### src/design/rc4_ram.sv
// Generic simple dual-port RAM with one write port and a registered read port.
module rc4_ram #(
  parameter int Width = 8,
  parameter int Depth = 256
) (
  input  logic                                      clk_i,
  input  logic                                      we_i,
  input  logic [((Depth > 1) ? $clog2(Depth) : 1)-1:0] waddr_i,
  input  logic [Width-1:0]                          wdata_i,
  input  logic                                      re_i,
  input  logic [((Depth > 1) ? $clog2(Depth) : 1)-1:0] raddr_i,
  output logic [Width-1:0]                          rdata_o
);

  logic [Width-1:0] mem_q [Depth];
  logic [Width-1:0] rdata_q;

  always_ff @(posedge clk_i) begin
    if (we_i) begin
      mem_q[waddr_i] <= wdata_i;
    end
    if (re_i) begin
      rdata_q <= mem_q[raddr_i];
    end
  end

  assign rdata_o = rdata_q;

endmodule

### config.mk
export PLATFORM = sky130hd
export DESIGN_NAME = rc4_ram
export DESIGN_NICKNAME = d
export VERILOG_FILES = /design/src/design/rc4_ram.sv
export SDC_FILE = /design/constraint.sdc
export NUM_CORES = 2
export LEC_CHECK = 0
export BUFFER_PORTS_ARGS = -buffer_cell sky130_fd_sc_hd__buf_2
export CAP_MARGIN = 20
export CORE_ASPECT_RATIO = 1.4
export CORE_MARGIN = 1.5
export CORE_UTILIZATION = 45
export DETAILED_ROUTE_END_ITERATION = 7
export HOLD_SLACK_MARGIN = 0.05
export PLACE_DENSITY = 0.57
export SLEW_MARGIN = 20
export SYNTH_ARGS = -nofsm -noshare
export SYNTH_HDL_FRONTEND = slang
export SYNTH_SLANG_ARGS = --single-unit
export TNS_END_PERCENT = 20
### constraint.sdc
create_clock -name clk_i -period 2.38 [get_ports clk_i]
set_input_delay 0 -clock clk_i [delete_from_list [all_inputs] [get_ports clk_i]]
set_output_delay 0 -clock clk_i [all_outputs]
set_load 0.01 [all_outputs]
# == Word-level counts from Yosys, hierarchy flattened ==
# Memory sizes are Yosys's and may differ from the RTL's. A register that Yosys moved wholly into a read port is not among the register bits.
# Index checks and enable logic that the tools add are counted.
# word_totals
reg_bits,0
ram_bits,2048
in_bits,27
output_inout_bits,8
wordCells,3
n_memories,1
# mem_list
memory,words,width,rd,rd_clocked_by_memory_dff,write_ports,line,text
mem_q,256,8,1,1,1,15,logic [Width-1:0] mem_q [Depth];
# op_classes
muxes,2
# op_table
op,n
2-to-1 mux 1 bit,2

# == Logic depth before layout (Yosys ltp) ==
# depth
word_depth,2
depth_mapped,11
ltp_nobuf,6

# == Worst setup path before layout ==
# OpenSTA, ideal clock, no wires.
# synth_path
kind,input to register
from,input port raddr_i[0] (netlist name)
to,"register rdata_q[2], in the netlist rdata_o[2], read port of mem_q (data pin)"
setup_time_ns,0.269
arrival_ns,1.807
required_ns,2.111
setup_slack_ns,0.304
path_stages,9
path_buffers,4
cell_sequence,buf_6 > buf_12 > buf_8 > buf_2 > mux4_2 > a22oi_1 > a21oi_1 > nor4_1 > nor4_2
# synth_lines
item,line,text
from (decl),11,"input logic [((Depth > 1) ? $clog2(Depth) : 1)-1:0] raddr_i,"
to (decl),16,logic [Width-1:0] rdata_q;

==> flow_summary.ini <==
[sta]
rsz0062_at_grt = true
finalSetupViolCount = 2
period_needed_ps = 2420
skew_ps = 40.1
timing.fmax_mhz = 413
setup-tns-final_ps = -84.6
tightest_slew_ps = 887
finalWorstSetupSlack_ps = -43.3
hold_viol_final = 0
final.period_utilization = 1.02
slew-limit-headroom = 0.408
drv_slew = 0

[clock_tree]
clock_latency_ps = 830
clockBufferDepth = 3
clkTransAtPathRegs_ps = 70
numCtsBuffers = 189
cts_tree = yes
root_buffer = clkbuf_16
h-tree-depth = 4
cts.sinks = 2056
postCtsSetupBuffers = 0

[routing]
drc = 0
drt-wirelength-per-cell_um = 29.7
ant_nets = 0
vias = 40500
viasPerCell = 5.85
wl_mm = 206
dr.pass1.iters = 7
drtIter0Drc = 4006

[global_routing]
grt_pass1_wl_mm = 298
overflow = 0
grt_max_degree = 105
grt_pass1_vias = 41600
antenna_found_initial = 12
grtUsageTotal = 0.232

[power_and_ir_drop]
power_density_mw_per_mm2 = 782
power.static_leakage_nw = 30.4
ir_worst_vdd_mv = 0.810
total_power_mw = 73.5

[finish]
seq_area_mm2 = 0.0617
fillers = 13700
utilization = 0.534
nets = 4496
multi_input_area_mm2 = 0.0167
final_common_cell = edfxtp_1
flow.area_growth_from_synthesis_pct = 18.0
finalNonFillerCells = 6923
drive_above_1_share = 0.327
mostFrequentLayoutCells = 2056 x edfxtp_1, 654 x buf_4, 455 x mux4_2, 277 x nor2_1, 192 x clkbuf_16

[synth]
async_reset_ff_frac = 0
syn_inst = 3733
yosysUniqueCellTypes = 54
ys.flop_type = edfxtp_1
seq_area_frac_synth = 0.775
netlist_area_mm2 = 0.0796
yosys_warnings = 0
avgSynthCellArea_um2 = 21.3
synth.net_count = 3760
synth_edf_count = 2056
synth-seq-cells = 2056

[flow_run]
cap_violations = 0

[floorplanning]
die_w_um = 359
rows = 182
die_y_um = 501
core_mm2 = 0.176
die-area_mm2 = 0.180
ios = 35
start_util = 0.453

[place]
dp.cells = 6559
hpwl_mm = 140
io_buffers = 34
globalplace.congestion = 0.868

[setup_path]
start_kind = flop
cp.required_ps = 2940
crit_start = mem_q[26][5]$_DFFE_PP_
end_kind = flop
cp_max_fo = 1
path_class = reg -> reg
r2r-start = mem_q[26][5]$_DFFE_PP_
arrival_ps = 2980

[outcome]
status = finished, violations left
violations = negative setup slack

[worst_hold_path]
hold_path.class = in -> reg
min_from = we_i
synthesized netlist by cell type (all sizes together), types with 12 or more instances:
| library cell | number | area, µm² |
|---|---|---|
| nor3 | 22 | 110 |
| a21oi | 96 | 480 |
| nor2b | 31 | 194 |
| a22oi | 133 | 998 |
| clkbuf | 111 | 417 |
| o221ai | 47 | 418 |
| nor2 | 282 | 1060 |
| mux4 | 456 | 10300 |
| mux2i | 134 | 1340 |
| edfxtp | 2056 | 61700 |
| nand2 | 33 | 124 |
| o22ai | 28 | 175 |
| buf | 122 | 1030 |
| o21ai | 12 | 60.1 |
| nand3 | 34 | 170 |
| nor4 | 27 | 188 |
| a221oi | 14 | 129 |
| a211oi | 16 | 120 |
per-layer routing:
metal	vias to the layer above	wire length (µm)	GRT usage
met2	1227	109000	0.408
met5	-	82	0
met4	12	5700	0.0635
li1	17200	-	-
met3	282	10800	0.0346
met1	21800	80700	0.300
cells by family after synthesis:
family	synth area share
flops	0.775
mux	0.146
buf+inv	0.0183
compound gates	0.0342
simple gates	0.0263
timing repair:
action	in CTS	in global routing
hold buffers	19	0
hold endpoints to repair	2290	0
gates cloned	0	0
resized for setup	24	13
setup endpoints to repair	7	7
pin swaps	5	4
final cells by class:
cell class	instances	share of cell area
Clock buffer	240	0.0530
Sequential cell	2056	0.657
Antenna cell	5	0.000133
Clock inverter	100	0.00927
Tap cell	2300	0.0306
Timing Repair Buffer	778	0.0723
Inverter	2	0.0000799
Multi-Input combinational cell	1442	0.177
metrics by stage:
stage	hold WS, ps	cell area, µm²	setup slack, ps
3_5_place_dp	411	87700	-1210
5_1_grt	102	94000	-97.0
6_report	138	94000	-43.3
4_1_cts	64.2	93900	-117
2_1_floorplan	98.9	79600	304
3_3_place_gp	408	87700	-1240
where the power goes:
part | switching, mW | internal, mW | total [mW] | leakage (nW)
clock | 13.0 | 16.3 | 29.2 | 2.86
sequential | 0.0359 | 39.9 | 40.0 | 18.5
combinational | 2.52 | 1.75 | 4.27 | 9.03
worst paths after layout:
kind	to	slack, ps	depth (start not counted)
min reg2reg	rdata_o[3]$_DFFE_PP_	1210	7
max reg2reg	rdata_o[5]$_DFFE_PP_	-40	7
max	rdata_o[5]$_DFFE_PP_	-40	7
min	mem_q[153][5]$_DFFE_PP_	140	4
state kept, by name, indices dropped and copies added, names as in the netlist:
register  cells
rdata_o       8
mem_q      2048
critical path, stage by stage, from the launching register on:
cell      delay, ps
edfxtp_1        360
mux4_2          480
a22o_1          250
a221oi_2        240
o221ai_2        230
a211oi_4        360
buf_6           180
nor4_1           40
(Power assumes the default switching activity.)
