[config.mk]
export PLATFORM = sky130hd
export DESIGN_NAME = rc4_perm_store
export DESIGN_NICKNAME = d
export VERILOG_FILES = /design/src/design/rc4_pkg.sv /design/src/design/rc4_ram.sv /design/src/design/rc4_perm_store.sv
export SDC_FILE = /design/constraint.sdc
export NUM_CORES = 2
export LEC_CHECK = 0
export ABC_AREA = 0
export BUFFER_PORTS_ARGS = -buffer_cell sky130_fd_sc_hd__buf_2
export CAP_MARGIN = 20
export CORE_MARGIN = 5
export CORE_UTILIZATION = 54
export CTS_CLUSTER_DIAMETER = 200
export DETAILED_ROUTE_END_ITERATION = 16
export GPL_TIMING_DRIVEN = 0
export PLACE_DENSITY_LB_ADDON = 0.25
export RECOVER_POWER = 50
export SYNTH_ARGS = -nofsm -noshare
export SYNTH_HDL_FRONTEND = slang
export SYNTH_SLANG_ARGS = --single-unit
[constraint.sdc]
create_clock -name clk_i -period 2.89 [get_ports clk_i]
set_input_delay 0.289 -clock clk_i [delete_from_list [all_inputs] [get_ports clk_i]]
set_output_delay 0.289 -clock clk_i [all_outputs]
set_load 0.05 [all_outputs]
[src/design/rc4_pkg.sv]
// Shared constants, types and state codes for the RC4 stream cipher.
package rc4_pkg;

  localparam int ByteW       = 8;
  localparam int PermDepth   = 256;
  localparam int KeyMaxBytes = 256;
  localparam int KeyAddrW    = (KeyMaxBytes > 1) ? $clog2(KeyMaxBytes) : 1;
  localparam int KeyCntW     = $clog2(KeyMaxBytes + 1);

  localparam logic OpKey  = 1'b0;
  localparam logic OpData = 1'b1;

  typedef logic [ByteW-1:0]    byte_t;
  typedef logic [KeyAddrW-1:0] key_addr_t;
  typedef logic [KeyCntW-1:0]  key_cnt_t;

  typedef enum logic [2:0] {
    StIdle,
    StDatRdJ,
    StDatRdK,
    StDatOut,
    StKsRdN,
    StKsRdJ,
    StKsWrN,
    StKsWrJ
  } state_e;

  typedef struct packed {
    logic  clear;
    logic  we;
    byte_t waddr;
    byte_t wdata;
    logic  re;
    byte_t raddr;
  } perm_req_t;

  typedef struct packed {
    logic      we;
    key_addr_t waddr;
    byte_t     wdata;
    logic      re;
    key_addr_t raddr;
  } key_req_t;

endpackage

[src/design/rc4_ram.sv]
// Generic simple dual-port RAM with one write port and a registered read port.
module rc4_ram #(
  parameter int Width = 8,
  parameter int Depth = 256
) (
  input  logic                                      clk_i,
  input  logic                                      we_i,
  input  logic [((Depth > 1) ? $clog2(Depth) : 1)-1:0] waddr_i,
  input  logic [Width-1:0]                          wdata_i,
  input  logic                                      re_i,
  input  logic [((Depth > 1) ? $clog2(Depth) : 1)-1:0] raddr_i,
  output logic [Width-1:0]                          rdata_o
);

  logic [Width-1:0] mem_q [Depth];
  logic [Width-1:0] rdata_q;

  always_ff @(posedge clk_i) begin
    if (we_i) begin
      mem_q[waddr_i] <= wdata_i;
    end
    if (re_i) begin
      rdata_q <= mem_q[raddr_i];
    end
  end

  assign rdata_o = rdata_q;

endmodule

[src/design/rc4_perm_store.sv]
// Permutation store: RAM plus per-entry valid bits so unwritten entries read as identity.
module rc4_perm_store (
  input  logic               clk_i,
  input  logic               rst_ni,
  input  rc4_pkg::perm_req_t req_i,
  output rc4_pkg::byte_t     rdata_o
);

  logic [rc4_pkg::PermDepth-1:0] valid_q, valid_d;
  logic                          rd_valid_q;
  rc4_pkg::byte_t                rd_addr_q;
  rc4_pkg::byte_t                ram_rdata;

  rc4_ram #(
    .Width (rc4_pkg::ByteW),
    .Depth (rc4_pkg::PermDepth)
  ) u_ram (
    .clk_i   (clk_i),
    .we_i    (req_i.we),
    .waddr_i (req_i.waddr),
    .wdata_i (req_i.wdata),
    .re_i    (req_i.re),
    .raddr_i (req_i.raddr),
    .rdata_o (ram_rdata)
  );

  // A clear restores the identity permutation and wins over a write.
  always_comb begin
    valid_d = valid_q;
    if (req_i.clear) begin
      valid_d = '0;
    end else if (req_i.we) begin
      valid_d[req_i.waddr] = 1'b1;
    end
  end

  always_ff @(posedge clk_i or negedge rst_ni) begin
    if (!rst_ni) begin
      valid_q    <= '0;
      rd_valid_q <= 1'b0;
    end else begin
      valid_q <= valid_d;
      if (req_i.re) begin
        rd_valid_q <= valid_q[req_i.raddr];
      end
    end
  end

  always_ff @(posedge clk_i) begin
    if (req_i.re) begin
      rd_addr_q <= req_i.raddr;
    end
  end

  assign rdata_o = rd_valid_q ? ram_rdata : rd_addr_q;

endmodule

# --- Word level (Yosys, flattened, before mapping) ---
# Memory sizes are Yosys's and may differ from the RTL's. A register that Yosys moved wholly into a read port is not among the register bits.
# Index checks and enable logic that the tools add are counted.
op_classes:
  n_reduce_logical: 2
  n_bitwise: 1
  order_cmp: 3
  n_mux: 9
op_table:
  columns: ["operator", "n"]
  rows:
  - ["256-bit two-way mux", 2]
  - ["256-bit bitwise OR", 1]
  - ["8-bit by 9-bit less-than comparator with 1-bit output, second input constant", 2]
  - ["1-bit binary-select mux with 8-bit select", 1]
  - ["1-bit demux with 8-bit select", 1]
  - ["8-bit by 1-bit >= comparator with 1-bit output, second input constant", 1]
  - ["8-bit two-way mux", 1]
  - ["1-bit two-way mux", 4]
  - ["2-bit nonzero test", 1]
  - ["1-bit logical AND", 1]
word_totals:
  n_memories: 1
  inputBits: 29
  elab_cells: 19
  out_inout_bits: 8
  register_bits: 265
  ram_bits: 2048
memory_table:
  columns: ["name", "words", "word_bits", "rd", "rd_ports_with_merged_regs", "wr", "line", "rtl"]
  rows:
  - ["u_ram.mem_q", 256, 8, 1, 1, 1, "rc4_ram.sv:15", "logic [Width-1:0] mem_q [Depth];"]

# --- Depth between registers and ports, before layout ---
depth:
  depth_word: 7
  mapped_depth: 11
  ltp_nobuf: 7

# --- By module ---
# From an unflattened synthesis, not the netlist that was laid out.
unflattened:
  cells_unflattened: 4863
  hier_area_um2: 91567.8
by_module_without_submodules:
  columns: ["mod", "area_each_um2", "n_inst", "cells_per_inst"]
  rows:
  - ["rc4_ram", 79636.4, 1, 3733]
  - ["rc4_perm_store", 11931.4, 1, 1130]

# --- Worst setup path after synthesis ---
# No wires, ideal clock.
synth_timing:
  path_type: "in2reg"
  startpoint: "in req_i[1] (netlist bit)"
  endpoint: "reg u_ram.rdata_q[0], in the netlist u_ram.rdata_o[0], read port of u_ram.mem_q, data pin"
  arrival_ns: 2.283
  cell_stages: 10
  t_required_ns: 2.631
  setup_time_ns: 0.259
  slack_ns: 0.348
  path_cell_list: "buf_2 > buf_2 > buf_2 > buf_1 > mux4_2 > a22oi_1 > a21oi_1 > nor4_1 > o22ai_1 > or2_1"
synth_lines:
  columns: ["item", "line", "rtl"]
  rows:
  - ["from (decl)", "rc4_perm_store.sv:5", "input rc4_pkg::perm_req_t req_i,"]
  - ["to (decl)", "rc4_ram.sv:16", "logic [Width-1:0] rdata_q;"]

==> key figures <==
Run status
  – Outcome: finished with violations
  – Failing checks: max-capacitance violations, max-slew violations, negative setup slack

Critical path
  – Reg-to-reg slack, setup: 0.10 ns
  – Cell chain of the critical path: clkbuf_1 -> buf_2 -> nand2b_1 -> clkbuf_1 -> a21oi_1 -> nor4_2 -> o22ai_2 -> or2_1
  – Crit-path most repeated cell: clkbuf_1
  – Slowest-stage cell, CP: clkbuf_1
  – CP peak stage delay: 0.70 ns
  – Crit Path Max Fanout: 10
  – WP data required: 3.50 ns
  – Critical Path Source Type: input port
  – WP data arrival: 3.76 ns
  – Crit path kind: input port to flop
  – Crit end category: flop
  – Reg2Reg Depth: 6
  – CP top delay family: buffers and inverters
  – Worst R2R Start: u_ram.mem_q[52][7]
  – Reg2reg end: u_ram.rdata_o[7]
  – Buffer and inverter count on the worst path: 3

Floorplan
  – Die Wd: 417 um
  – Starting Density: 54.3%
  – FP Rows: 149
  – Die span in y: 417 um
  – Top Ports: 37
  – DIE AREA: 174000 um2
  – Core area: 165000 um2

Power and ir drop
  – Comb power frac: 5.7%
  – Clock power frac: 41.9%
  – LEAKAGE: 33.0 nW
  – Power Internal: 0.0543 W
  – Switching power: 0.0157 W
  – Overall power: 0.0700 W
  – Worst VDD drop: 0.712 mV
  – Pwr per Cell Area: 688 nW/um2
  – Sequential share of power: 52.4%
  – Sw frac: 22.5%

CTS
  – CTS tree: built
  – CTS buffer count: 223
  – H-tree levels: 4
  – CTS sink cnt: 2321
  – Setup bufs post-CTS: 0
  – Root Buffer: clkbuf_16
  – Clock Path Buffers: 3
  – Worst-Skew Late Latency: 0.89 ns
  – Worst-path clk slew: 0.06 ns

Placed design
  – Area post-placement: 93600 um2
  – Final GP Congestion: 1.02
  – Dpl ws: -2.40 ns
  – Dpl hpwl: 187000 um
  – Placed cells: 6843
  – Port bufs: 30

Final layout
  – Design Area, Final: 102000 um2
  – Layout cell share with drive strength beyond 1: 25.0%
  – Nets: 4943
  – Area growth from synthesis to layout: 13.5%
  – FILL cells: 11502
  – Finished Layout Cells: 7316

Synth
  – Syn nets: 4593
  – Top cell type's share of synthesized area: 69.1%
  – #FFs+latches synth: 2321
  – Primary FF master, synth: edfxtp_1
  – Post-synthesis sequential area ratio: 76.3%
  – Combinational family with the most area after synthesis: multiplexers
  – Unique masters post-synth: 41
  – Mean area per synthesized cell: 19.6 um2
  – Post-Syn Instances: 4564
  – Post-synth top area cell: edfxtp_1
  – XOR/XNOR share of the synthesized area: 0%
  – Synth Area in Adders: 0%
  – Ranking of synthesized cells by area: edfxtp_1, mux4_2, dfrtp_1, nor2_1, a22oi_1
  – Simple-gate area share of the yosys netlist: 3.88%
  – Compound-gate portion of the synthesized area: 3.76%
  – Netlist Area Pre-Place: 89600 um2
  – Number of synthesized flops with an enable pin: 2064
  – Yosys warnings: 0
  – Async S/R FF share, synth: 11.1%
  – Post-synthesis mux area share: 14.6%

Worst hold path
  – Min-Delay Endpoint: rd_addr_q[0]
  – HP Class: input port to flop
  – HP Start: req_i[0]
  – Hold Path Cell Cnt: 2

Timing
  – Slew margin rel.: -120%
  – Least-Margin Pin Slew: 3.30 ns
  – # setup viols final: 213
  – Fmax: 0.317 GHz
  – Fin crit share: 109%
  – Fin crit period: 3.15 ns
  – Final Skew: 0.0604 ns
  – Final slew viol count: 933
  – PnR worst setup slack: -0.264 ns
  – RSZ-0062 raised after global routing: yes
  – Hold Violations, Final: 0
  – Final TNS setup: -13.97 ns

GRT
  – Vias in the first global route: 48401
  – GRT Util Overall: 31.7%
  – First-pass GRT wire length: 380000 um
  – Maximum number of pins on one net before global-route repair: 157
  – Initial antenna violation count: 19
  – Total gr overflow: 0

Detailed routing
  – ANT nets after route: 0
  – Met2 wire length: 123000 um
  – Final wirelength: 275000 um
  – Remaining DRCs: 0
  – Vias per std cell: 6.75
  – WL met3: 36700 um
  – Initial DRC Count: 8292
  – Met1 WL: 97200 um
  – Drt wl/cell: 37.6 um
  – Top sig layer: met5
  – DRT Pass-1 Iters: 8
  – DR vias: 49381

Run
  – Max-Cap Viols: 8
==> logic make-up (layout without fill, tap and decap cells) <==
family,count (synthesis),count (layout)
AOI/OAI and AO/OA,484,484
buffers and inverters,290,837
DFF,2321,2321
muxes,607,607
other,0,16
and+or+nand+nor,862,862
==> routing by layer <==
layer / up-vias / GRT usage [%]
met5: - / 0
met4: 4 / 16.8
met3: 759 / 10.7
met2: 3616 / 46.8
met1: 25777 / 42.5
li1: 19225 / -
==> worst max path at each step <==
stage                    from                to  slack [ns]  depth (start not counted)
finish               req_i[3]  u_ram.rdata_o[7]       -0.26                          8
global route        req_i[18]      valid_q[222]       -0.15                          8
CTS                  req_i[1]  u_ram.rdata_o[4]       -0.05                         11
detailed placement   req_i[4]  u_ram.rdata_o[4]       -2.40                         11
global placement     req_i[4]  u_ram.rdata_o[4]       -3.33                         11
floorplan            req_i[1]  u_ram.rdata_o[0]        0.35                         10
==> cell usage after synthesis (all sizes together), types with 2 or more instances <==
library cell     n
dfrtp          257
a31oi            2
nor4            37
o221ai          12
a22oi          264
o21ai            2
nor2b            9
a22o             2
nand2b           6
nand3           26
buf            124
clkbuf         161
o22ai           22
nand3b           2
nor2           720
mux2            12
a211oi           5
mux4           557
or2             11
o21ba           30
nand4           11
nand2           33
a311oi           3
a2111oi          2
a21oi          134
o32ai            2
nor3             4
inv              5
edfxtp        2064
mux2i           38
==> power groups by stage <==
stage | sequential [W] | combinational (W) | clock (W)
3_3_place_gp | 0.0375 | 0.00361 | 0
6_report | 0.0367 | 0.00397 | 0.0293
4_1_cts | 0.0367 | 0.00388 | 0.0295
2_1_floorplan | 0.0374 | 0.00177 | 0
3_5_place_dp | 0.0374 | 0.00378 | 0
5_1_grt | 0.0367 | 0.00405 | 0.0310
==> state kept, by name (all words and copies together), names as in the netlist <==
signal	flops
valid_q	256
rd_addr_q	8
u_ram.rdata_o	8
rd_valid_q	1
u_ram.mem_q	2048
==> worst reg2reg max path: stages, from the launching register on <==
cell,delay (ns)
edfxtp_1,0.38
mux4_2,0.48
a22oi_1,0.36
a21oi_1,0.29
nor4_1,0.43
o22ai_2,0.22
or2_1,0.37
==> timing repair <==
item                       CTS  global route
pin swaps                    1             3
hold endpoints to repair   421             0
gates resized for setup    195            80
hold buffers                19             0
setup endpoints to repair   27           176
==> stage by stage <==
stage                     hold slack (ns)  utilization, %
after global placement              0.472            56.1
after global routing                0.204            61.7
after CTS                         0.00651            61.6
after detailed placement            0.247            56.7
final                               0.173            61.7
after floorplan                  -0.00659               -
==> layout by cell type, fill, tap and decap left out, types with 8 or more instances in the layout <==
master         instances
mux4_2               557
clkbuf_1             172
mux2_2                12
clkinv_1              45
clkbuf_8              10
nor2_2                24
clkbuf_4              24
diode_2               16
clkbuf_2              55
buf_4                 51
nor2b_1                9
buf_8                 18
nor4_1                25
dfrtp_1              257
nand3_1               26
dlygate4sd3_1         19
mux2i_1               38
a21oi_1              109
o22ai_1               17
clkinv_2              50
clkbuf_16            224
edfxtp_1            2064
a22oi_2               17
bufinv_16             21
or2_1                  8
a21oi_2               21
a22oi_1              247
o21ba_2               30
o221ai_1              12
buf_6                 45
nand4_1               11
buf_2                 55
nor4_2                 9
nand2_1               32
nor2_1               695
==> layout make-up <==
class                      instances  area, um2  share of cell area, %
buffer                           283       1580                   1.56
multi-input combinational       1953      20300                   20.0
antenna                           16       40.0                 0.0393
sequential                      2321      68400                   67.2
clock inverter                   141       1470                   1.45
timing repair buffer             127       1290                   1.26
inverter                           5       18.8                 0.0184
tap                             2189       2740                   2.69
clock buffer                     281       5900                   5.80
Note: power is estimated with default switching activity, not from simulation.
