`src/design/rc4_pkg.sv`:
```
// Shared constants, types and state codes for the RC4 stream cipher.
package rc4_pkg;

  localparam int ByteW       = 8;
  localparam int PermDepth   = 256;
  localparam int KeyMaxBytes = 256;
  localparam int KeyAddrW    = (KeyMaxBytes > 1) ? $clog2(KeyMaxBytes) : 1;
  localparam int KeyCntW     = $clog2(KeyMaxBytes + 1);

  localparam logic OpKey  = 1'b0;
  localparam logic OpData = 1'b1;

  typedef logic [ByteW-1:0]    byte_t;
  typedef logic [KeyAddrW-1:0] key_addr_t;
  typedef logic [KeyCntW-1:0]  key_cnt_t;

  typedef enum logic [2:0] {
    StIdle,
    StDatRdJ,
    StDatRdK,
    StDatOut,
    StKsRdN,
    StKsRdJ,
    StKsWrN,
    StKsWrJ
  } state_e;

  typedef struct packed {
    logic  clear;
    logic  we;
    byte_t waddr;
    byte_t wdata;
    logic  re;
    byte_t raddr;
  } perm_req_t;

  typedef struct packed {
    logic      we;
    key_addr_t waddr;
    byte_t     wdata;
    logic      re;
    key_addr_t raddr;
  } key_req_t;

endpackage

```
`src/design/rc4_core.sv`:
```
// Sequencer and datapath for key loading, the key schedule and keystream generation.
module rc4_core (
  input  logic               clk_i,
  input  logic               rst_ni,
  input  logic               in_valid_i,
  output logic               in_ready_o,
  input  logic               opcode_i,
  input  rc4_pkg::byte_t     in_byte_i,
  input  logic               last_key_i,
  input  logic               out_free_i,
  output logic               res_valid_o,
  output rc4_pkg::byte_t     res_data_o,
  output rc4_pkg::perm_req_t perm_req_o,
  input  rc4_pkg::byte_t     perm_rdata_i,
  output rc4_pkg::key_req_t  key_req_o,
  input  rc4_pkg::byte_t     key_rdata_i
);

  rc4_pkg::state_e    state_q, state_d;
  rc4_pkg::byte_t     i_q, i_d;
  rc4_pkg::byte_t     j_q, j_d;
  rc4_pkg::byte_t     si_q, si_d;
  rc4_pkg::byte_t     sj_q, sj_d;
  rc4_pkg::byte_t     byte_q, byte_d;
  rc4_pkg::byte_t     n_q, n_d;
  logic               fwd_si_q, fwd_si_d;
  logic               fwd_ti_q, fwd_ti_d;
  logic               fwd_tj_q, fwd_tj_d;
  rc4_pkg::key_addr_t kpos_q, kpos_d;
  rc4_pkg::key_cnt_t  cnt_q, cnt_d;
  rc4_pkg::key_cnt_t  len_q, len_d;

  logic               accept;
  logic               acc_data;
  logic               acc_last;
  logic               sched_done;
  rc4_pkg::byte_t     si_cur;
  rc4_pkg::byte_t     ks;
  rc4_pkg::byte_t     i_next;
  rc4_pkg::byte_t     t_sum;
  rc4_pkg::byte_t     j_ks;
  rc4_pkg::key_cnt_t  kpos_inc;

  assign in_ready_o = (state_q == rc4_pkg::StIdle) ||
                      ((state_q == rc4_pkg::StDatOut) && out_free_i);
  assign accept     = in_valid_i && in_ready_o;
  assign acc_data   = accept && (opcode_i == rc4_pkg::OpData);
  assign acc_last   = accept && (opcode_i == rc4_pkg::OpKey) && last_key_i;
  assign sched_done = (n_q == rc4_pkg::byte_t'(rc4_pkg::PermDepth - 1));

  // The S[i] read for a new byte may coincide with the S[j] write of the previous one.
  assign si_cur   = fwd_si_q ? si_q : perm_rdata_i;
  assign ks       = fwd_tj_q ? si_q : (fwd_ti_q ? sj_q : perm_rdata_i);
  assign i_next   = rc4_pkg::byte_t'(i_q + 8'd1);
  assign t_sum    = rc4_pkg::byte_t'(si_q + perm_rdata_i);
  assign j_ks     = rc4_pkg::byte_t'(j_q + perm_rdata_i + key_rdata_i);
  assign kpos_inc = rc4_pkg::key_cnt_t'(kpos_q) + rc4_pkg::key_cnt_t'(1);

  always_comb begin
    state_d = state_q;
    unique case (state_q)
      rc4_pkg::StIdle, rc4_pkg::StDatOut: begin
        if (state_q == rc4_pkg::StIdle || out_free_i) begin
          if (acc_data) begin
            state_d = rc4_pkg::StDatRdJ;
          end else if (acc_last) begin
            state_d = rc4_pkg::StKsRdN;
          end else begin
            state_d = rc4_pkg::StIdle;
          end
        end
      end
      rc4_pkg::StDatRdJ: state_d = rc4_pkg::StDatRdK;
      rc4_pkg::StDatRdK: state_d = rc4_pkg::StDatOut;
      rc4_pkg::StKsRdN:  state_d = rc4_pkg::StKsRdJ;
      rc4_pkg::StKsRdJ:  state_d = rc4_pkg::StKsWrN;
      rc4_pkg::StKsWrN:  state_d = rc4_pkg::StKsWrJ;
      rc4_pkg::StKsWrJ:  state_d = sched_done ? rc4_pkg::StIdle : rc4_pkg::StKsRdN;
      default:           state_d = rc4_pkg::StIdle;
    endcase
  end

  always_comb begin
    i_d         = i_q;
    j_d         = j_q;
    si_d        = si_q;
    sj_d        = sj_q;
    byte_d      = byte_q;
    n_d         = n_q;
    fwd_si_d    = fwd_si_q;
    fwd_ti_d    = fwd_ti_q;
    fwd_tj_d    = fwd_tj_q;
    kpos_d      = kpos_q;
    cnt_d       = cnt_q;
    len_d       = len_q;
    perm_req_o  = '0;
    key_req_o   = '0;
    res_valid_o = 1'b0;
    res_data_o  = ks ^ byte_q;

    unique case (state_q)
      rc4_pkg::StIdle: begin
      end
      rc4_pkg::StDatRdJ: begin
        si_d             = si_cur;
        j_d              = rc4_pkg::byte_t'(j_q + si_cur);
        perm_req_o.re    = 1'b1;
        perm_req_o.raddr = rc4_pkg::byte_t'(j_q + si_cur);
      end
      rc4_pkg::StDatRdK: begin
        sj_d             = perm_rdata_i;
        perm_req_o.we    = 1'b1;
        perm_req_o.waddr = i_q;
        perm_req_o.wdata = perm_rdata_i;
        perm_req_o.re    = 1'b1;
        perm_req_o.raddr = t_sum;
        fwd_ti_d         = (t_sum == i_q);
        fwd_tj_d         = (t_sum == j_q);
      end
      rc4_pkg::StDatOut: begin
        // Holding here repeats the same write, which is harmless.
        perm_req_o.we    = 1'b1;
        perm_req_o.waddr = j_q;
        perm_req_o.wdata = si_q;
        res_valid_o      = out_free_i;
      end
      rc4_pkg::StKsRdN: begin
        perm_req_o.re    = 1'b1;
        perm_req_o.raddr = n_q;
        key_req_o.re     = 1'b1;
        key_req_o.raddr  = kpos_q;
      end
      rc4_pkg::StKsRdJ: begin
        si_d             = perm_rdata_i;
        j_d              = j_ks;
        perm_req_o.re    = 1'b1;
        perm_req_o.raddr = j_ks;
      end
      rc4_pkg::StKsWrN: begin
        perm_req_o.we    = 1'b1;
        perm_req_o.waddr = n_q;
        perm_req_o.wdata = perm_rdata_i;
      end
      rc4_pkg::StKsWrJ: begin
        perm_req_o.we    = 1'b1;
        perm_req_o.waddr = j_q;
        perm_req_o.wdata = si_q;
        n_d              = rc4_pkg::byte_t'(n_q + 8'd1);
        if (kpos_inc >= len_q) begin
          kpos_d = '0;
        end else begin
          kpos_d = rc4_pkg::key_addr_t'(kpos_inc);
        end
        if (sched_done) begin
          i_d = '0;
          j_d = '0;
        end
      end
      default: begin
      end
    endcase

    if (acc_data) begin
      i_d              = i_next;
      byte_d           = in_byte_i;
      fwd_si_d         = (state_q == rc4_pkg::StDatOut) && (i_next == j_q);
      perm_req_o.re    = 1'b1;
      perm_req_o.raddr = i_next;
    end else if (accept) begin
      if (cnt_q < rc4_pkg::key_cnt_t'(rc4_pkg::KeyMaxBytes)) begin
        key_req_o.we    = 1'b1;
        key_req_o.waddr = cnt_q[rc4_pkg::KeyAddrW-1:0];
        key_req_o.wdata = in_byte_i;
        cnt_d           = cnt_q + rc4_pkg::key_cnt_t'(1);
      end
      if (last_key_i) begin
        len_d            = cnt_d;
        cnt_d            = '0;
        n_d              = '0;
        j_d              = '0;
        kpos_d           = '0;
        perm_req_o.clear = 1'b1;
      end
    end
  end

  always_ff @(posedge clk_i or negedge rst_ni) begin
    if (!rst_ni) begin
      state_q <= rc4_pkg::StIdle;
      i_q     <= '0;
      j_q     <= '0;
      cnt_q   <= '0;
      n_q     <= '0;
      kpos_q  <= '0;
      len_q   <= rc4_pkg::key_cnt_t'(1);
    end else begin
      state_q <= state_d;
      i_q     <= i_d;
      j_q     <= j_d;
      cnt_q   <= cnt_d;
      n_q     <= n_d;
      kpos_q  <= kpos_d;
      len_q   <= len_d;
    end
  end

  always_ff @(posedge clk_i) begin
    si_q     <= si_d;
    sj_q     <= sj_d;
    byte_q   <= byte_d;
    fwd_si_q <= fwd_si_d;
    fwd_ti_q <= fwd_ti_d;
    fwd_tj_q <= fwd_tj_d;
  end

  kc_bound_a: assert property (@(posedge clk_i) disable iff (!rst_ni)
    cnt_q <= rc4_pkg::key_cnt_t'(rc4_pkg::KeyMaxBytes))
    else $error("key count passed the key store depth");

  kpos_bound_a: assert property (@(posedge clk_i) disable iff (!rst_ni)
    (state_q == rc4_pkg::StKsRdN) |-> (rc4_pkg::key_cnt_t'(kpos_q) < len_q))
    else $error("key position reached the key length");

  sched_end_a: assert property (@(posedge clk_i) disable iff (!rst_ni)
    (state_q == rc4_pkg::StKsWrJ && sched_done)
      |=> (state_q == rc4_pkg::StIdle && i_q == '0 && j_q == '0))
    else $error("stream indices not cleared after the key schedule");

  sched_start_a: assert property (@(posedge clk_i) disable iff (!rst_ni)
    acc_last |=> (n_q == '0 && j_q == '0 && kpos_q == '0 && len_q != '0))
    else $error("key schedule started from a bad state");

endmodule

```
`config.mk`:
```
export PLATFORM = sky130hd
export DESIGN_NAME = rc4_core
export DESIGN_NICKNAME = d
export VERILOG_FILES = /design/src/design/rc4_pkg.sv /design/src/design/rc4_core.sv
export SDC_FILE = /design/constraint.sdc
export NUM_CORES = 1
export LEC_CHECK = 0
export ABC_AREA = 1
export BUFFER_PORTS_ARGS = -buffer_cell sky130_fd_sc_hd__buf_2
export CAP_MARGIN = 20
export CORE_MARGIN = 2
export CORE_UTILIZATION = 47
export CTS_CLUSTER_DIAMETER = 50
export DETAILED_ROUTE_END_ITERATION = 10
export GPL_TIMING_DRIVEN = 0
export MAX_ROUTING_LAYER = met4
export PLACE_DENSITY = 0.64
export SYNTH_ARGS = -nofsm -noshare
export SYNTH_HDL_FRONTEND = slang
export SYNTH_SLANG_ARGS = --single-unit
```
`constraint.sdc`:
```
create_clock -name clk_i -period 2.8 [get_ports clk_i]
set_input_delay 0 -clock clk_i [delete_from_list [all_inputs] [get_ports clk_i]]
set_output_delay 0 -clock clk_i [all_outputs]
set_load 0.005 [all_outputs]
```
---- Yosys cells after proc, flatten, opt, wreduce, memory -nomap -nowiden ----
Index checks and enable logic that the tools add are counted.
word-level totals
  flip-flop bits (word level) ............. 80
  input port bits ......................... 30
  output and inout bits ................... 63
operators by class
  add/sub/neg operators ................... 8
  $lt $le $gt $ge ......................... 2
  equal/unequal tests ..................... 12
  mux-type cells .......................... 39
  bitwise gates (word level) .............. 3
  reduce and logical (&&, ||, !) cells .... 17
operators with widths
  cell                                                              number
  8-bit two-way mux                                                 19
  17-bit two-way mux                                                3
  17-bit one-hot mux with 3 select lines                            1
  9-bit two-way mux                                                 4
  9-bit one-hot mux with 4 select lines                             1
  8-bit adder                                                       4
  8-bit == test                                                     3
  8-bit one-hot mux with 3 select lines                             1
  3-bit one-hot mux with 7 select lines                             1
  8-bit by 1-bit adder with 8-bit output (second input constant)    2
  8-bit one-hot mux with 2 select lines                             1
  3-bit == test (second input constant)                             4
  3-bit two-way mux                                                 4
  8-bit by 1-bit adder with 9-bit output (second input constant)    1
  9-bit by 1-bit adder with 9-bit output (second input constant)    1
  9-bit greater-or-equal comparator                                 1
  9-bit < comparator (second input constant)                        1
  8-bit == test (second input constant)                             1
  8-bit XOR                                                         1
  3-bit by 2-bit == test with 1-bit output (second input constant)  2
  1-bit logical AND                                                 6
  2-bit nonzero test                                                3
  1-bit two-way mux                                                 4
  2-bit AND reduction                                               2
  7 further kinds                                                   10

---- Longest topological paths before layout ----
  depth in word-level cells ............... 10
  mapped depth ............................ 15

---- Worst setup path after synthesis ----
No wires, ideal clock.
  kind .................................... reg2reg
  start ................................... reg j_q[1]
  end ..................................... reg j_q[5]
  arrival ................................. 2.282 ns
  data required time ...................... 2.687 ns
  path slack .............................. 0.405 ns
  cell stages (with the launch flop) ...... 13
  clock period less this slack ............ 2.395 ns
  cells stage by stage .................... dfrtp_1 -> inv_1 -> fa_1 -> inv_1 -> ha_1 -> fa_1 -> nand2_1 -> nand2_1 -> or2_2 -> nand3_1 -> nand3_1 -> nand2_1 -> inv_1
between the ends
  cells in the longest elaborated chain, start to end .. 6
RTL lines
  element                                  RTL line         RTL
  start: declaration                       rc4_core.sv:21   rc4_pkg::byte_t j_q, j_d;
  start signal: assignment                 rc4_core.sv:199  j_q <= j_d;
  8-bit adder (2 in series)                rc4_core.sv:56   assign j_ks = rc4_pkg::byte_t'(j_q + perm_rdata_i + key_rdata_i);
  8-bit one-hot mux with 3 select lines *  rc4_core.sv:101  unique case (state_q)
  8-bit two-way mux                        rc4_core.sv:176  if (last_key_i) begin
  8-bit two-way mux                        rc4_core.sv:169  end else if (accept) begin
  8-bit two-way mux *                      rc4_core.sv:163  if (acc_data) begin
  named net j_d[5]                         rc4_core.sv:21
Mark *: on every way through the listed nets, which the timed path passes. The rest lies on a longest branch.
A chain may end at the register's enable or synchronous reset.

==> out/results.txt <==
Synth Area in Compound Gates = 11.0%
core area = 0.0137 mm²
Die Y-Extent = 122 µm
Startpoint Class = flip-flop
largest family of logic cells by synthesized area = simple AND/OR/NAND/NOR gates
Ant. Diodes = 0
simple-gate area share of the yosys netlist = 32.0%
Hold Crit Class = in -> reg
type of the worst setup path = reg -> out
CTS Buffer Depth = 2
arrival time at the worst endpoint = 2.67 ns
r2r worst-path depth = 14
crit end category = primary output
status = completed
Syn. warnings = 0
Vias per Instance = 5.17
final-stage net count = 1140
share of cells above drive strength 1 = 16.5%
largest net degree at the start of global routing = 30
DPL Wire Length = 14.3 mm
Avg WL per Cell = 14.8 µm
post-synthesis average cell area = 6.95 µm²
top-area cell type share of the netlist area = 19.9%
port bufs = 92
Crit Path Max Fanout = 5
Distinct cells, synth = 41
Post-Synth Adder-Cell Area = 9.59%
setup ws final = 0.126 ns
antenna violations before repair = 0
Most used DFF post-synth = dfrtp_1
Detailed Route WL = 18.6 mm
Commonest cells post-synth = nand2_1 (257), inv_1 (152), nand3_1 (93)
Final Hold Fails = 0
Vias = 6467
post-synthesis xor/xnor area fraction = 3.36%
CTS Buf Count = 9
root buf cell = clkbuf_16
Rel. slew slack = 48.3%
Post-synth EDFFs = 27
Util after Layout = 57.1%
fmax = 374 MHz
RSZ-0062 raised after global routing = yes
ys async rst share = 66.3%
Placer Congestion = 0.888
Area Growth Syn to Fin = 20.1%
aggregate global-route resource usage = 27.1%
Routed Antenna Nets = 0
most frequent cell after synthesis = nand2_1
Initial DRT Pass Iterations = 6
die area = 0.0148 mm²
multiplexer share of the synthesized area = 0%
worst vdd ir = 0.352 mV
Synth Register Bits = 80
H-tree Lvls = 3
power density over cell area = 581 mW/mm²
clock sinks = 80
hold path depth = 4
Worst-path clk slew = 0.07 ns
Synth area leader = dfrtp_1
Max Cap Viol = 0
top area cells in the synthesized netlist = dfrtp_1 (20%), nand2_1 (15%), edfxtp_1 (12%), inv_1 (8.7%), nand3_1 (7.1%)
Worst-Margin Slew = 0.776 ns
Synth Net Count = 1013
first-pass GRT wire length = 30.2 mm
Initial Util = 47.6%
Core Rows = 43
DRC viols = 0
Period minus WS final = 2.67 ns
Post-Synthesis Cells = 939
clk_lat worst skew = 0.35 ns
fillers = 1363
number of global-route vias before repair = 6117
GRT overflow = 0
post-synthesis sequential area ratio = 32.8%
DIE WIDTH = 122 µm
CP required = 2.80 ns
Setup Viol. Count Final = 0
skew final = 0.00929 ns
pins over their slew limit = 0
Leak Pwr = 4.18 nW
I/O pin count = 93
Initial DRC Count = 509
CTS tree = yes
synthesized area = 0.00652 mm²
final hold slack = 0.0445 ns
Final period util = 95.5%
dpl ws = 0.0263 ns
[critical path: stages, from the launching register on]
cell,delay [ns]
dfrtp_2,0.39
inv_4,0.06
fa_1,0.47
inv_1,0.06
ha_4,0.18
fa_2,0.41
nand2_1,0.08
nand2_1,0.06
or2_4,0.23
nand3_4,0.08
nand2_1,0.06
inv_1,0.04
nand4_1,0.07
buf_2,0.14
[cell usage in the layout (no fill, tap or decap), types with 6 or more instances in the layout]
cell,n
a21oi_1,31
buf_2,92
buf_4,6
clkbuf_1,11
clkbuf_16,9
dfrtp_1,50
dlygate4sd3_1,18
edfxtp_1,27
fa_1,9
ha_1,31
inv_1,149
inv_2,13
nand2_1,256
nand2_2,10
nand3_1,90
nand4_1,14
nor2_1,79
o21ai_0,51
o21ai_1,15
o221ai_1,7
o22ai_1,10
or2_2,6
xnor2_1,13
xor2_1,12
[where the power goes]
| group | switching (mW) | internal [mW] | leakage (nW) | total (mW) |
|---|---|---|---|---|
| combinational | 1.11 | 0.784 | 3.16 | 1.89 |
| sequential | 0.187 | 1.32 | 0.884 | 1.50 |
| clock | 0.511 | 0.650 | 0.140 | 1.16 |
| total | 1.80 | 2.75 | 4.18 | 4.55 |
[stage by stage]
| step | setup TNS (ns) | area, µm² | cells | power [mW] |
|---|---|---|---|---|
| 2_1_floorplan | 0 | 6520 | 939 | 2.80 |
| 3_3_place_gp | 0 | 7210 | 1211 | 3.20 |
| 3_5_place_dp | 0 | 7230 | 1212 | 3.22 |
| 4_1_cts | -0.000427 | 7750 | 1249 | 4.46 |
| 5_1_grt | -0.0589 | 7830 | 1251 | 4.94 |
| 6_report | 0 | 7830 | 1251 | 4.55 |
[registers in the layout (all words and copies together), names as in the netlist, 3 cells and up]
signal / cells
state_q: 3
si_q: 8
i_q: 8
len_q: 9
kpos_q: 8
cnt_q: 9
byte_q: 8
sj_q: 8
n_q: 8
j_q: 8
[kinds of logic (layout without fill, tap and decap cells)]
kind of cell | count (synthesis) | in the layout
XOR/XNOR | 25 | 25
AO/OA/AOI/OAI | 128 | 128
adder cells (fa/ha/maj) | 44 | 44
flip-flops | 80 | 80
AND/OR/NAND/NOR | 480 | 480
buffers and inverters | 182 | 314
[path summary, 6_finish.rpt]
kind,start,to,slack (ns)
setup reg to reg,kpos_q[0]$_DFF_PN0_,kpos_q[6]$_DFF_PN0_,0.34
hold reg to reg,len_q[0]$_DFFE_PN1P_,len_q[0]$_DFFE_PN1P_,0.48
setup / recovery,j_q[1]$_DFF_PN0_,perm_req_o[5],0.13
max in group asynchronous,rst_ni,len_q[0]$_DFFE_PN1P_,1.91
hold / removal,last_key_i,kpos_q[2]$_DFF_PN0_,0.04
min in group asynchronous,rst_ni,n_q[3]$_DFF_PN0_,0.22
[area by class of cell]
cell class,instances,area (µm²),share of cell area (%)
Buffer,16,114,1.45
Sequential cell,80,2140,27.3
Timing Repair Buffer,116,698,8.91
Tap cell,180,225,2.87
Clock buffer,13,260,3.32
Clock inverter,3,18.8,0.240
Inverter,166,633,8.08
Multi-Input combinational cell,677,3740,47.8
[what timing repair did]
item	in CTS	in global routing
endpoints found under the setup margin	14	7
pin swaps	1	9
gates resized for setup	12	23
setup buffers	3	2
hold buffers	18	0
gates cloned	0	0
endpoints found under the hold margin	41	0
[per-layer routing]
| layer | up-vias | global-route usage (%) | wire (µm) |
|---|---|---|---|
| li1 | 3287 | - | - |
| met1 | 2997 | 33.7 | 8180 |
| met2 | 149 | 45.8 | 9180 |
| met3 | 34 | 4.54 | 760 |
| met4 | 0 | 7.33 | 453 |
| met5 | - | - | 0 |
(Power assumes the default switching activity.)
